==> config.mk <==
export PLATFORM = sky130hd
export DESIGN_NAME = b62f_cell
export DESIGN_NICKNAME = d
export VERILOG_FILES = /design/src/rtl/b62f_pkg.sv /design/src/rtl/b62f_cell.sv
export SDC_FILE = /design/constraint.sdc
export NUM_CORES = 1
export LEC_CHECK = 0
export BUFFER_PORTS_ARGS = -buffer_cell sky130_fd_sc_hd__buf_2
export CELL_PAD_IN_SITES_DETAIL_PLACEMENT = 1
export CELL_PAD_IN_SITES_GLOBAL_PLACEMENT = 1
export CORE_ASPECT_RATIO = 0.9
export CORE_MARGIN = 1
export CORE_UTILIZATION = 30
export CTS_CLUSTER_DIAMETER = 150
export CTS_CLUSTER_SIZE = 16
export DETAILED_ROUTE_END_ITERATION = 8
export HOLD_SLACK_MARGIN = 0.06
export PLACE_DENSITY = 0.75
export SLEW_MARGIN = 5
export SYNTH_ARGS = -nofsm -noshare
export SYNTH_HDL_FRONTEND = slang
export SYNTH_SLANG_ARGS = --single-unit
==> constraint.sdc <==
create_clock -name clk_i -period 0.8 [get_ports clk_i]
set_clock_uncertainty 0.15 [all_clocks]
set_input_delay 0.08 -clock clk_i [delete_from_list [all_inputs] [get_ports clk_i]]
set_output_delay 0.08 -clock clk_i [all_outputs]
set_load 0.03 [all_outputs]
==> src/rtl/b62f_pkg.sv <==
package b62f_pkg;

  localparam int unsigned NumDigits = 11;
  localparam int unsigned DigitW    = 6;
  localparam int unsigned NumCells  = NumDigits * DigitW;
  localparam int unsigned DigitsW   = NumDigits * DigitW;
  localparam int unsigned ValueW    = 64;
  localparam int unsigned WeightW   = ValueW + 1;
  localparam int unsigned CountW    = 4;
  localparam int unsigned PosW      = 4;
  localparam int unsigned BitPosW   = 3;
  localparam int unsigned CharW     = 7;
  localparam int unsigned Radix     = 62;

  // word travelling down the cell chain
  typedef struct packed {
    logic               valid;
    logic [ValueW-1:0]  rem;
    logic [DigitW-1:0]  cur;
    logic [DigitsW-1:0] digits;
    logic [CountW-1:0]  count;
  } cell_data_t;

  // fixed per-cell setup
  typedef struct packed {
    logic [WeightW-1:0] weight;
    logic [PosW-1:0]    digit_pos;
    logic [BitPosW-1:0] bit_pos;
  } cell_cfg_t;

  // weight = 2^bit_pos * 62^digit_pos, elaboration only
  function automatic cell_cfg_t cell_cfg(int unsigned digit_pos, int unsigned bit_pos);
    cell_cfg_t          c;
    logic [WeightW-1:0] w;
    w = WeightW'(1) << bit_pos;
    for (int unsigned i = 0; i < digit_pos; i++) begin
      w = w * WeightW'(Radix);
    end
    c.weight    = w;
    c.digit_pos = PosW'(digit_pos);
    c.bit_pos   = BitPosW'(bit_pos);
    return c;
  endfunction

  // 0-9, a-z, A-Z
  function automatic logic [CharW-1:0] digit_char(logic [DigitW-1:0] d);
    logic [CharW-1:0] dw;
    logic [CharW-1:0] ch;
    dw = CharW'(d);
    if (dw < CharW'(10)) begin
      ch = CharW'(8'h30) + dw;
    end else if (dw < CharW'(36)) begin
      ch = CharW'(8'h61) + dw - CharW'(10);
    end else begin
      ch = CharW'(8'h41) + dw - CharW'(36);
    end
    return ch;
  endfunction

endpackage

==> src/rtl/b62f_cell.sv <==
module b62f_cell import b62f_pkg::*; (
  input  logic       clk_i,
  input  logic       rst_ni,
  input  cell_cfg_t  cfg_i,
  input  cell_data_t data_i,
  output cell_data_t data_o
);

  cell_data_t        data_d, data_q;
  logic              take;
  logic [DigitW-1:0] digit;

  always_comb begin
    data_d = data_i;
    take   = {1'b0, data_i.rem} >= cfg_i.weight;
    if (take) begin
      data_d.rem = data_i.rem - cfg_i.weight[ValueW-1:0];
    end
    data_d.cur[cfg_i.bit_pos] = take;
    digit = data_d.cur;
    // digit done: push it into the digit vector, note first nonzero digit
    if (cfg_i.bit_pos == '0) begin
      data_d.digits = {data_i.digits[DigitsW-DigitW-1:0], digit};
      data_d.cur    = '0;
      if (data_i.count == '0 && digit != '0) begin
        data_d.count = CountW'(cfg_i.digit_pos + PosW'(1));
      end
    end
  end

  always_ff @(posedge clk_i or negedge rst_ni) begin
    if (!rst_ni) begin
      data_q <= '0;
    end else begin
      data_q <= data_d;
    end
  end

  assign data_o = data_q;

endmodule

# ---- Word-level counts from Yosys, hierarchy flattened
# Cells that the tools add are included.
dict set report op_classes {
  n_addsub 2
  magnitude_cmp 3
  mux 6
  reduce_logical 5
}
# op n
set ops {}
lappend ops {{76-bit two-way mux} 1}
lappend ops {{64-bit by 65-bit greater-or-equal comparator with 1-bit output} 1}
lappend ops {{64-bit two-way mux} 1}
lappend ops {{64-bit subtractor} 1}
lappend ops {{6-bit bitwise mux} 1}
lappend ops {{6-bit nonzero test} 1}
lappend ops {{4-bit by 1-bit adder with 4-bit output, second input constant} 1}
lappend ops {{4-bit logical NOT} 1}
lappend ops {{3-bit by 4-bit < comparator with 1-bit output, second input constant} 1}
lappend ops {{4-bit two-way mux} 1}
lappend ops {{1-bit demux with 3-bit select} 1}
lappend ops {{3-bit by 1-bit greater-or-equal comparator with 1-bit output, second input constant} 1}
lappend ops {{3-bit logical NOT} 1}
lappend ops {{1-bit logical AND} 2}
lappend ops {{1-bit two-way mux} 1}
dict set report word_totals {
  register_bits 141
  in_bits 215
  out_inout_bits 141
  word_cells 21
}

# ---- Depth between registers and ports, before layout
dict set report logic_depth {
  ltp_word 9
  depth_mapped 15
  mapped_depth_nobuf 12
}

# ---- Least setup slack after synthesis
# OpenSTA, ideal clock, no wires.
dict set report synth_path {
  kind {input -> register}
  startpoint {input port cfg_i[11] (netlist bit)}
  endpoint {register data_q (netlist bit data_o[90])}
  setup_ps 125
  t_arrival_ps 2345
  t_required_ps 525
  slack_ps -1819
  cell_stages 13
  path_buffers 3
  cell_sequence {inv_1 > ha_1 > clkbuf_1 > a21oi_1 > nand2_1 > o211ai_1 > nand3_1 > a32oi_1 > a21oi_4 > nor2_4 > buf_4 > buf_4 > mux2_2}
}
# item line_no
set synth_lines {}
lappend synth_lines {{start: declaration} b62f_cell.sv:4} ;# input cell_cfg_t cfg_i,
lappend synth_lines {{end signal: assignment} b62f_cell.sv:35} ;# data_q <= data_d;
lappend synth_lines {{end: declaration} b62f_cell.sv:9} ;# cell_data_t data_d, data_q;

==> impl_metrics.json <==
{
  "grt_max_degree": 35,
  "path_class": "in2reg",
  "rsz0062_at_grt": "yes",
  "vias": 13200,
  "max_freq_mhz": 341,
  "die_w_um": 189,
  "track_usage_pct": 34.7,
  "whs_endpoint": "data_o[76]",
  "cp.arrival_ns": 3.15,
  "dr.pass1.iters": 5,
  "post-synth-top-count-cell": "dfrtp_1",
  "synth_top_family_by_area": "compound AO/OA/AOI/OAI gates",
  "cts_made_buffers": 17,
  "synthMuxAreaShare_pct": 8.17,
  "rows": 61,
  "nFillCells": 3232,
  "final_nets": 2139,
  "largest_register_ff_count": 141,
  "peakVddDrop_v": 0.00180,
  "clk_path_buf_depth": 2,
  "totalWireLength_mm": 68.0,
  "p_per_area_nw_per_um2": 1670,
  "setup_viol_count_final": 422,
  "synthXorXnorAreaFrac_pct": 5.55,
  "drv_slew": 0,
  "netlist_top_cells_area": "dfrtp_1 37%, ha_1 8.6%, mux2_2 8.0%, o21ai_0 6.0%, nand2_1 5.3%",
  "hold_violations": 76,
  "cts_sinks": 141,
  "syn_nets": 1352,
  "cp_data_required_time_ns": 1.02,
  "synth_cell_types": 68,
  "gp_congestion": 0.914,
  "tightest_slew_ns": 1.07,
  "post-route-min-period_ns": 2.93,
  "min_path_type": "in2reg",
  "synth_edf_count": 0,
  "io_buffers": 355,
  "p_leak_nw": 9.55,
  "syn_inst": 1071,
  "p_total_mw": 33.7,
  "start_util_pct": 30.6,
  "yosysSeqAreaShare_pct": 37.2,
  "ys_ff_latch": 141,
  "maxCapViolations": 0,
  "startpoint_type": "input port",
  "final.setup.tns_ns": -274.66,
  "period_share_pct": 366,
  "root_buffer": "clkbuf_16",
  "htreeDepth": 4,
  "synthAdderAreaFrac_pct": 8.80,
  "die_h_um": 171,
  "syn_to_final_growth_pct": 114,
  "drt-wirelength-per-cell_um": 29.8,
  "min_from": "data_i[76]",
  "drtAntennaViolNets": 0,
  "synthSimpleGateAreaFrac_pct": 14.0,
  "synth_top_area_share_pct": 37.2,
  "whs_ns": -0.308,
  "slew_headroom_pct": 28.5,
  "layout-drive-gt1-share_pct": 64.1,
  "fin_ws_ns": -2.13,
  "worst_setup_path_end_kind": "flip-flop",
  "violations": "hold timing, setup timing",
  "core_um2": 31000,
  "synth_compound_area_share_pct": 20.3,
  "cts_tree": "built",
  "die-area_um2": 32300,
  "synth_top_area_cell": "dfrtp_1",
  "status": "complete, but fails checks",
  "avgSynthCellArea_um2": 8.85,
  "ys.flop_type": "dfrtp_1",
  "async_flop_share_pct": 100,
  "synthTopCellsByCount": "141 x dfrtp_1, 133 x nand2_1, 114 x o21ai_0",
  "viasPerCell": 5.79,
  "cts.clk_slew.worst_paths_ns": 0.08,
  "num_io_pins": 356,
  "place_hpwl_mm": 33.8,
  "yosysWarnings": 0,
  "grt_antenna_before_repair": 8,
  "drt_iter0_drc": 980,
  "grt_overflow": 0,
  "hold_depth": 3,
  "cp_max_fo": 5,
  "grt_pass1_vias": 13900,
  "drc": 0,
  "netlist_area_um2": 9470,
  "grt_pass1_wl_mm": 84.5
}
layout by cell type, fill, tap and decap left out, drive strengths merged, types with 18 or more instances in the layout:
| cell type | synthesis | routed |
|---|---|---|
| buf | 30 | 742 |
| dfrtp | 141 | 141 |
| nand2 | 134 | 134 |
| o21ai | 119 | 119 |
| inv | 87 | 90 |
| a21oi | 87 | 87 |
| dlygate4sd3 | 0 | 76 |
| mux2 | 67 | 67 |
| ha | 65 | 65 |
| nor2 | 48 | 48 |
| xnor2 | 32 | 32 |
| xor2 | 28 | 28 |
| nor3 | 22 | 22 |
| nand4 | 20 | 20 |
| a21o | 19 | 19 |
| clkbuf | 20 | 18 |
worst max path at each step:
stage | end | startpoint | cells after the start | slack [ns]
2_1_floorplan | data_o[138] | cfg_i[32] | 12 | -1.71
3_3_place_gp | data_o[138] | cfg_i[25] | 14 | -2.17
3_5_place_dp | data_o[138] | data_i[76] | 13 | -2.23
4_1_cts | data_o[138] | data_i[76] | 13 | -1.51
5_1_grt | data_o[119] | cfg_i[37] | 11 | -2.17
6_report | data_o[139] | cfg_i[37] | 12 | -2.13
critical path, stage by stage:
cell and delay [ns]:
buf_2 0.09, inv_1 0.07, ha_4 0.33, nand2_1 0.12, o21ai_0 0.71, a221oi_2 0.19, o21ai_0 0.36, nand2_1 0.22
o21ai_2 0.34, o2111ai_2 0.17, and2_4 0.20, a211oi_2 0.26
power by group:
part / switching, mW / internal (mW)
Clock: 3.85 / 5.63
Sequential: 0.476 / 7.82
Combinational: 8.62 / 7.34
Total: 12.9 / 20.8
area by class of cell:
| class | count | area [um^2] | area share, % |
|---|---|---|---|
| clock buffers | 18 | 439 | 2.17 |
| flip-flops and latches | 141 | 3530 | 17.4 |
| multi-input cells | 793 | 7990 | 39.5 |
| clock inverters | 12 | 210 | 1.04 |
| inverters | 87 | 362 | 1.79 |
| well taps | 409 | 512 | 2.53 |
| repair buffers | 818 | 7180 | 35.5 |
| diodes | 6 | 15.0 | 0.0742 |
stage by stage:
stage	std cells	utilization, %	setup slack, ns	instance area, um^2
4_1_cts	2248	61.8	-1.51	19200
3_3_place_gp	2083	47.5	-2.17	14700
6_report	2284	65.3	-2.13	20200
5_1_grt	2282	65.3	-2.17	20200
2_1_floorplan	1071	-	-1.71	10500
3_5_place_dp	2083	47.5	-2.23	14700
kinds of logic after synthesis:
kind of cell / Yosys count
AO/OA/AOI/OAI: 316
XOR/XNOR: 60
adder cells (fa/ha/maj): 66
buffers and inverters: 137
flip-flops: 141
multiplexers: 69
AND/OR/NAND/NOR: 282
repair_timing:
item / 4_1_cts / 5_1_grt
cloned: 12 / 0
resized for setup: 631 / 209
buffers inserted: 62 / 34
hold buffers: 67 / 10
setup endpoints to repair: 281 / 422
pin swaps: 120 / 74
hold endpoints to repair: 282 / 228
metal layers:
layer	vias up	part of all wire, %	global-route usage, %
li1	5386	-	-
met1	6442	34	36.6
met2	951	49	64.1
met3	437	8.4	8.21
met4	6	8.5	18.1
met5	-	0.059	0
Note: power is estimated with default switching activity, not from simulation.
