==> config.mk <==
export PLATFORM = sky130hd
export DESIGN_NAME = b62f_serializer
export DESIGN_NICKNAME = d
export VERILOG_FILES = /design/src/rtl/b62f_pkg.sv /design/src/rtl/b62f_serializer.sv
export SDC_FILE = /design/constraint.sdc
export NUM_CORES = 1
export LEC_CHECK = 0
export BUFFER_PORTS_ARGS = -buffer_cell sky130_fd_sc_hd__buf_2
export CAP_MARGIN = 20
export CORE_UTILIZATION = 51
export DETAILED_ROUTE_END_ITERATION = 16
export PLACE_DENSITY = 0.86
export SETUP_SLACK_MARGIN = 0.1
export SYNTH_ARGS = -nofsm -noshare
export SYNTH_HDL_FRONTEND = slang
export SYNTH_SLANG_ARGS = --single-unit
==> constraint.sdc <==
create_clock -name clk_i -period 7.5 [get_ports clk_i]
set_input_delay 2.25 -clock clk_i [delete_from_list [all_inputs] [get_ports clk_i]]
set_output_delay 2.25 -clock clk_i [all_outputs]
set_load 0.005 [all_outputs]
==> src/rtl/b62f_pkg.sv <==
package b62f_pkg;

  localparam int unsigned NumDigits = 11;
  localparam int unsigned DigitW    = 6;
  localparam int unsigned NumCells  = NumDigits * DigitW;
  localparam int unsigned DigitsW   = NumDigits * DigitW;
  localparam int unsigned ValueW    = 64;
  localparam int unsigned WeightW   = ValueW + 1;
  localparam int unsigned CountW    = 4;
  localparam int unsigned PosW      = 4;
  localparam int unsigned BitPosW   = 3;
  localparam int unsigned CharW     = 7;
  localparam int unsigned Radix     = 62;

  // word travelling down the cell chain
  typedef struct packed {
    logic               valid;
    logic [ValueW-1:0]  rem;
    logic [DigitW-1:0]  cur;
    logic [DigitsW-1:0] digits;
    logic [CountW-1:0]  count;
  } cell_data_t;

  // fixed per-cell setup
  typedef struct packed {
    logic [WeightW-1:0] weight;
    logic [PosW-1:0]    digit_pos;
    logic [BitPosW-1:0] bit_pos;
  } cell_cfg_t;

  // weight = 2^bit_pos * 62^digit_pos, elaboration only
  function automatic cell_cfg_t cell_cfg(int unsigned digit_pos, int unsigned bit_pos);
    cell_cfg_t          c;
    logic [WeightW-1:0] w;
    w = WeightW'(1) << bit_pos;
    for (int unsigned i = 0; i < digit_pos; i++) begin
      w = w * WeightW'(Radix);
    end
    c.weight    = w;
    c.digit_pos = PosW'(digit_pos);
    c.bit_pos   = BitPosW'(bit_pos);
    return c;
  endfunction

  // 0-9, a-z, A-Z
  function automatic logic [CharW-1:0] digit_char(logic [DigitW-1:0] d);
    logic [CharW-1:0] dw;
    logic [CharW-1:0] ch;
    dw = CharW'(d);
    if (dw < CharW'(10)) begin
      ch = CharW'(8'h30) + dw;
    end else if (dw < CharW'(36)) begin
      ch = CharW'(8'h61) + dw - CharW'(10);
    end else begin
      ch = CharW'(8'h41) + dw - CharW'(36);
    end
    return ch;
  endfunction

endpackage

==> src/rtl/b62f_serializer.sv <==
module b62f_serializer import b62f_pkg::*; (
  input  logic             clk_i,
  input  logic             rst_ni,
  input  cell_data_t       data_i,
  output logic             valid_o,
  output logic [CharW-1:0] character_o,
  output logic [CountW-1:0] digit_count_o,
  output logic             last_o
);

  logic              active_d, active_q;
  logic [PosW-1:0]   ptr_d, ptr_q;
  logic [CountW-1:0] count_d, count_q;
  logic [DigitW-1:0] digit_q [NumDigits];
  logic              at_last;

  assign at_last = ptr_q == '0;

  always_comb begin
    active_d = active_q;
    ptr_d    = ptr_q;
    count_d  = count_q;
    if (data_i.valid) begin
      active_d = 1'b1;
      count_d  = (data_i.count == '0) ? CountW'(1) : data_i.count;
      ptr_d    = PosW'(count_d - CountW'(1));
    end else if (active_q) begin
      active_d = !at_last;
      ptr_d    = ptr_q - PosW'(1);
    end
  end

  always_ff @(posedge clk_i or negedge rst_ni) begin
    if (!rst_ni) begin
      active_q <= 1'b0;
    end else begin
      active_q <= active_d;
    end
  end

  always_ff @(posedge clk_i) begin
    ptr_q   <= ptr_d;
    count_q <= count_d;
    if (data_i.valid) begin
      for (int unsigned i = 0; i < NumDigits; i++) begin
        digit_q[i] <= data_i.digits[i*DigitW +: DigitW];
      end
    end
  end

  assign valid_o       = active_q;
  assign character_o   = digit_char(digit_q[ptr_q]);
  assign digit_count_o = count_q;
  assign last_o        = at_last;

endmodule

# Word-level counts from Yosys, hierarchy flattened
# Memory sizes are Yosys's and may differ from the RTL's. A register that Yosys moved wholly into a read port is not among the register bits.
# Cells that the tools add are included.
totals:
  register_bits: 9
  mem_bits_rw: 66
  inputBits: 143
  out_inout_bits: 13
  wordCells: 27
  memories: 1
op_classes:
  add_sub_neg: 7
  order_cmp: 2
  muxes: 10
  n_reduce_logical: 4
memory_table:
  columns: ["name", "words", "width", "read_ports", "rd_ports_with_merged_regs", "wr", "line", "text"]
  rows:
  - ["digit_q", 11, 6, 1, 1, 11, "b62f_serializer.sv:14", "logic [DigitW-1:0] digit_q [NumDigits];"]
ops:
  columns: ["operator", "count"]
  rows:
  - ["4-bit 2-to-1 mux", 4]
  - ["7-bit by 6-bit adder with 7-bit output (first input constant)", 2]
  - ["7-bit 2-to-1 mux", 2]
  - ["4-bit logical NOT", 2]
  - ["4-bit by 1-bit subtractor with 4-bit output (second input constant)", 2]
  - ["6-bit by 6-bit adder with 7-bit output (first input constant)", 1]
  - ["7-bit by 4-bit subtractor with 7-bit output (second input constant)", 1]
  - ["7-bit by 6-bit subtractor with 7-bit output (second input constant)", 1]
  - ["6-bit by 4-bit less-than comparator with 1-bit output (second input constant)", 1]
  - ["6-bit less-than comparator (second input constant)", 1]
  - ["1-bit 2-to-1 mux", 4]
  - ["2-bit nonzero test", 1]
  - ["1-bit logical NOT", 1]

# Longest topological paths before layout
# Gate-level depths: netlist of the first run.
logic_depth:
  word_depth: 5
  ltp_mapped: 15
  depth_no_buf: 12

# Least setup slack after synthesis of the first run
# Ideal clock, no wire load.
synth_timing:
  kind: "flip-flop to output port"
  from: "register (tool-made name)"
  to: "output character_o[5]"
  arrival_time_ns: 3.042
  required_time_ns: 5.250
  setup_slack_ns: 2.208
  path_stages_with_launch: 13
  path_buffers: 1
  cell_sequence: "dfxtp_1 buf_1 mux2_2 mux4_1 o21ai_1 inv_1 ha_1 inv_1 o311ai_0 a211oi_1 o311ai_2 xnor2_1 mux2i_1"
synth_rtl:
  columns: ["element", "line", "text"]
  rows:
  - ["end: declaration", "b62f_serializer.sv:6", "output logic [CharW-1:0] character_o,"]

==> summary.md, run 1 <==
| Metric | Value |
|---|---|
| Critical-path maximum fanout | 12 |
| Antenna Nets Post-Route | 0 |
| Final #Nets | 447 |
| Post-CTS Resized | 0 |
| Non-filler instance count after layout | around 380 |
| Dpl ws | 1620 ps |
| Post-Syn Area | approximately 3500 µm² |
| Grt ovf | 0 |
| Reg2reg start | ptr_q[0] |
| Clk_skew | between 3 and 4 ps |
| Drt via density | 5.38 |
| Initial DRT Pass Iterations | 4 |
| Starting Density | 0.525 |
| Hold_ws | 554 ps |
| Crit path arrival time | about 4000 ps |
| Worst-path clk slew | 90 ps |
| Worst Path Required | 5250 ps |
| CTS sink count | 79 |
| Setup-failing EPs final | 0 |
| Crit path capture type | primary output |
| Via count | 2,054 |
| Critical path launch point type | register |
| Max Cap Viol | 0 |
| Final period util | 0.835 |
| DPL Wire Length | 4370 µm |
| Yosys cell types | 47 |
| Fin worst setup slack | 1240 ps |
| Hold_buf cts | 0 |
| Leak | 1.68 nW |
| Antenna violations before repair | 0 |
| CTS tree | done |
| Min-Delay Path Class | register to register |
| Drc violations | 0 |
| VDD IR max | 0.163 mV |
| First-pass GRT wire length | roughly 10000 µm |
| Routability cong. | 0.818 |
| Cells after Synth | 212 |
| Vias in the first global route | 2,104 |
| Final WL | 6320 µm |
| Routed len/inst | around 17 µm |
| Mapped Nets | ~360 |
| Power Dens Cells | 345 nW/µm² |
| Relative slew margins | 0.357 |
| Slew @ Worst Pin | between 900 and 1000 ps |
| CTS buffer count | 9 |
| Async SR Flop Fraction | 0.0127 |
| Slew Viols, Final | 0 |
| DIE WIDTH | 85.4 µm |
| Largest net degree at the start of global routing | a little under 80 |
| H-tree depth | 3 |
| RSZ-0062 raised after global routing | no |
| Synth Area per Inst | 16.7 µm² |
| Synth warnings | 0 |
| Worst-case clock buffer depth | 2 |
| Status | completed |
| Setup_tns | 0 ps |
| Layout cells sized above 1 | 0.417 |
| IO Count | 156 |
| Fmax | between 0.15 and 0.2 GHz |
| Flops & latches, synth | 79 |
| Finished Core Util | 0.622 |
| Cell total after placement | ~370 |
| DIE AREA | about 7300 µm² |
| Post-place instance area | 4000 µm² |
| Fillers | 530 |
| Post-CTS Setup Repair Bufs | 0 |
| Core Region | 6760 µm² |
| Setup CP Type | register to primary output |
| Area grow syn2layout | 18.6% |
| Worst Setup EP | character_o[5] |
| PnR Total Power | approximately 1.5 mW |
| Number of synthesized flops with an enable pin | 74 |
| Skew-Pair Late Insertion Delay | 350 ps |
| Main synth FF type | edfxtp_1 |
| Port Buffer Count | 85 |
| Final hold viol count | 0 |
| ANT cells | 0 |
| Sequential fraction of the synthesis area | 0.656 |
| Period minus WS final | 6260 ps |
| Initial drt markers | between 80 and 90 |
| Die Y-Extent | approximately 85 µm |
| Root Buffer | clkbuf_8 |
| # rows | 30 |
| R2r setup slk | a little under 6000 ps |
| Global-route usage over all layers | 0.187 |
| WHS Path Cells | 1 |
| R2r worst-path depth | 6 |
| Cell area after layout | 4210 µm² |
==> layout by cell type (no fill, tap or decap), types with 2 or more instances in the layout <==
cell / count
a21oi_1: 6
buf_2: 84
buf_4: 2
clkbuf_8: 9
dfxtp_1: 4
edfxtp_1: 74
ha_1: 7
inv_1: 11
inv_6: 3
inv_8: 2
mux2_2: 10
mux2i_1: 21
mux4_1: 4
mux4_2: 4
nand2_1: 5
nand2b_1: 4
nor2_1: 6
nor3_1: 3
o211ai_1: 3
o21ai_2: 2
o21ai_4: 2
xnor2_1: 8
xor2_1: 2
==> area by class of cell <==
| class | count | area [µm²] | share of cell area |
|---|---|---|---|
| inverters | 11 | 41.3 | 0.00982 |
| well taps | 80 | 100 | 0.0238 |
| clock inverters | 7 | 86.3 | 0.0205 |
| repair buffers | 86 | 435 | 0.104 |
| flip-flops and latches | 79 | 2330 | 0.553 |
| multi-input cells | 110 | 1090 | 0.259 |
| clock buffers | 9 | 124 | 0.0295 |
==> cells by family (layout without fill, tap and decap cells) <==
| kind of cell | after synthesis | count (layout) | synth area share |
|---|---|---|---|
| AO/OA/AOI/OAI | 28 | 28 | 0.0691 |
| XOR/XNOR | 10 | 10 | 0.0247 |
| adder cells (fa/ha/maj) | 7 | 7 | 0.0247 |
| buffers and inverters | 23 | 113 | 0.0363 |
| flip-flops | 79 | 79 | 0.656 |
| multiplexers | 41 | 41 | 0.156 |
| AND/OR/NAND/NOR | 24 | 24 | 0.0335 |
==> report_power, final <==
group,leakage (nW),switching [mW],internal [mW]
logic,0.809,0.255,0.269
registers,0.770,0.0616,0.535
clock network,0.105,0.171,0.162
==> critical path, stage by stage (launching register included) <==
cell and delay [ps]:
dfxtp_1 750, mux2_1 410, mux4_1 500, o21ai_1 470, inv_1 100, ha_1 230
inv_1 130, o311ai_0 170, a211oi_1 360, o311ai_2 130, xnor2_1 160, mux2i_1 130
buf_2 130
==> how the worst min path moves through the flow <==
stage / from / end / slack, ps
floorplan: ptr_q[2] / register / 500
global placement: valid_o / valid_o / 520
detailed placement: valid_o / valid_o / 530
CTS: valid_o / valid_o / 550
global route: valid_o / valid_o / 600
finish: valid_o / valid_o / 550
==> cells in the mapped netlist, types with 5 or more instances <==
cell	count	area share
xnor2_1	8	0.020
a21oi_1	6	0.0085
mux2i_1	21	0.059
edfxtp_1	74	0.63
nor2_1	6	0.0063
ha_1	7	0.025
mux2_2	10	0.032
inv_1	11	0.012
nand2_1	5	0.0053
clkbuf_1	5	0.0053
==> registers in the layout (all words and copies together), names as in the netlist, named ones only <==
name           count
digit_count_o      4
digit_q           66
ptr_q              4
valid_o            1
==> per-layer routing <==
metal  global-route usage  vias up  wire, µm
met5                    0        -         0
met4               0.0909        0       118
met3               0.0545       13       340
met2                0.321       70      3320
met1                0.217      983      2540
li1                     -      988         -
Power figures use the tool's default switching activity.
==> inputs of run 2 (changes only) <==
CORE_UTILIZATION = 47   (was 51)
PLACE_DENSITY = 0.8   (was 0.86)
clock period = 6.34 ns   (was 7.5 ns; I/O delays follow)
==> run 2 against run 1 <==
Compared with the run above: routed wire length down 4.4%; cell area up 0.45%; largest power group unchanged; non-clock buffer count up 1.
==> summary.md, run 2 (synthesis results as in run 1) <==
| Metric | Value |
|---|---|
| IO Count | 156 |
| Crit path capture type | primary output |
| Antenna violations before repair | 0 |
| # rows | 31 |
| Routed len/inst | around 15 µm |
| Port Buffer Count | 85 |
| M1 WL | 2610 µm |
| Dpl ws | 889 ps |
| First-pass GRT wire length | 9250 µm |
| Initial drt markers | 120 |
| Slew Viols, Final | 0 |
| Post-CTS Setup Repair Bufs | 0 |
| Critical-path maximum fanout | 12 |
| Die Y-Extent | between 80 and 90 µm |
| Clk_skew | 0.795 ps |
| CP peak stage delay | 720 ps |
| Largest net degree at the start of global routing | 79 |
| Worst-case clock buffer depth | 2 |
| Reg2reg start | ptr_q[0] |
| Final period util | 0.914 |
| Starting Density | 0.486 |
| H-tree depth | 3 |
| ANT cells | 0 |
| Max Cap Viol | 0 |
| CP max-delay cell | dfxtp_1 |
| Fmax | 0.173 GHz |
| DPL Wire Length | 4120 µm |
| Grt ovf | 0 |
| Skew-Pair Late Insertion Delay | 340 ps |
| Core Region | 7290 µm² |
| Initial DRT Pass Iterations | 4 |
| Drt via density | 4.95 |
| Status | completed |
| Power Dens Cells | 399 nW/µm² |
| Leak | 1.68 nW |
| Worst-path clk slew | ~80 ps |
| Antenna Nets Post-Route | 0 |
| Final #Nets | 448 |
| Global-route usage over all layers | 0.167 |
| CTS tree | done |
| Routability cong. | 0.766 |
| Met2 routed WL | 3100 µm |
| Final hold viol count | 0 |
| Setup_tns | 0 ps |
| Fin worst setup slack | 547 ps |
| VDD IR max | roughly 0.21 mV |
| CTS buffer count | 9 |
| CTS sink count | slightly below 80 |
| Area grow syn2layout | 19.1% |
| RSZ-0062 raised after global routing | no |
| Hold Startpoint | valid_o |
| Top sig layer | met4 |
| Top reg by flops | digit_q |
| Setup-failing EPs final | 0 |
| Most frequent cells in the layout | 84 x buf_2, 74 x edfxtp_1, 21 x mux2i_1 |
| Period minus WS final | between 5000 and 6000 ps |
| Layout cells sized above 1 | 0.416 |
| DIE WIDTH | ~89 µm |
| Slew @ Worst Pin | 949 ps |
| Drc violations | 0 |
| Most Frequent Cell on Critical Path | inv_1 |
| Worst path cell trace | mux2_2 > mux4_1 > o21ai_1 > inv_1 > ha_1 > inv_1 > o311ai_0 > a211oi_1 > o311ai_2 > xnor2_1 > mux2i_1 > buf_2 |
| CP top delay family | compound AO/OA/AOI/OAI gates |
| Commonest non-fill, non-tap cell in the layout | buf_2 |
| Post-CTS Resized | 0 |
| Hold_buf cts | 0 |
| Min-Delay Path Class | register to register |
| DIE AREA | 7900 µm² |
| Final WL | 6050 µm |
| Worst path bufs/invs | 3 |
| Setup CP Type | register to primary output |
| Max reg flops | 66 |
| Vias in the first global route | 1,901 |
| Root Buffer | clkbuf_8 |
| Relative slew margins | 0.367 |
| Met3 Wirelength | 247 µm |
| Worst Path Required | 4440 ps |
| Critical path launch point type | register |
| Crit path arrival time | approximately 3900 ps |
| Via count | 1,989 |
==> run 2: layer usage <==
metal  GRT usage  vias up
li1            -      987
met1       0.207      940
met2       0.276       52
met3      0.0494       10
met4      0.0660        0
met5           0        -
==> run 2: layout make-up <==
cell class / instances / area, µm²
fillers: 587 / 3070
multi-input cells: 110 / 1090
inverters: 11 / 41.3
repair buffers: 87 / 443
clock inverters: 5 / 56.3
clock buffers: 11 / 141
flip-flops and latches: 79 / 2330
well taps: 99 / 124
==> run 2: final timing paths <==
kind                                   to  slack (ps)  depth (start not counted)
max in group asynchronous         valid_o        4940                          1
hold reg to reg                   valid_o         570                          1
setup reg to reg                 register        4780                          6
hold / removal                    valid_o         570                          1
setup / recovery           character_o[5]         550                         12
min in group asynchronous         valid_o        1310                          1
==> run 2: per-stage QoR <==
step	utilization	power [mW]	hold WS [ps]	instances	instance area, µm²
after floorplan	-	1.14	502	212	3550
after global placement	0.552	1.31	524	386	4030
after detailed placement	0.552	1.34	530	386	4030
after CTS	0.579	1.71	559	402	4220
after global routing	0.579	1.80	596	402	4220
final	0.579	1.69	567	402	4220
==> run 2: power breakdown <==
part / switching [mW] / internal, mW / leakage [nW]
clock network: 0.176 / 0.193 / 0.0997
registers: 0.0552 / 0.633 / 0.770
logic: 0.309 / 0.321 / 0.814
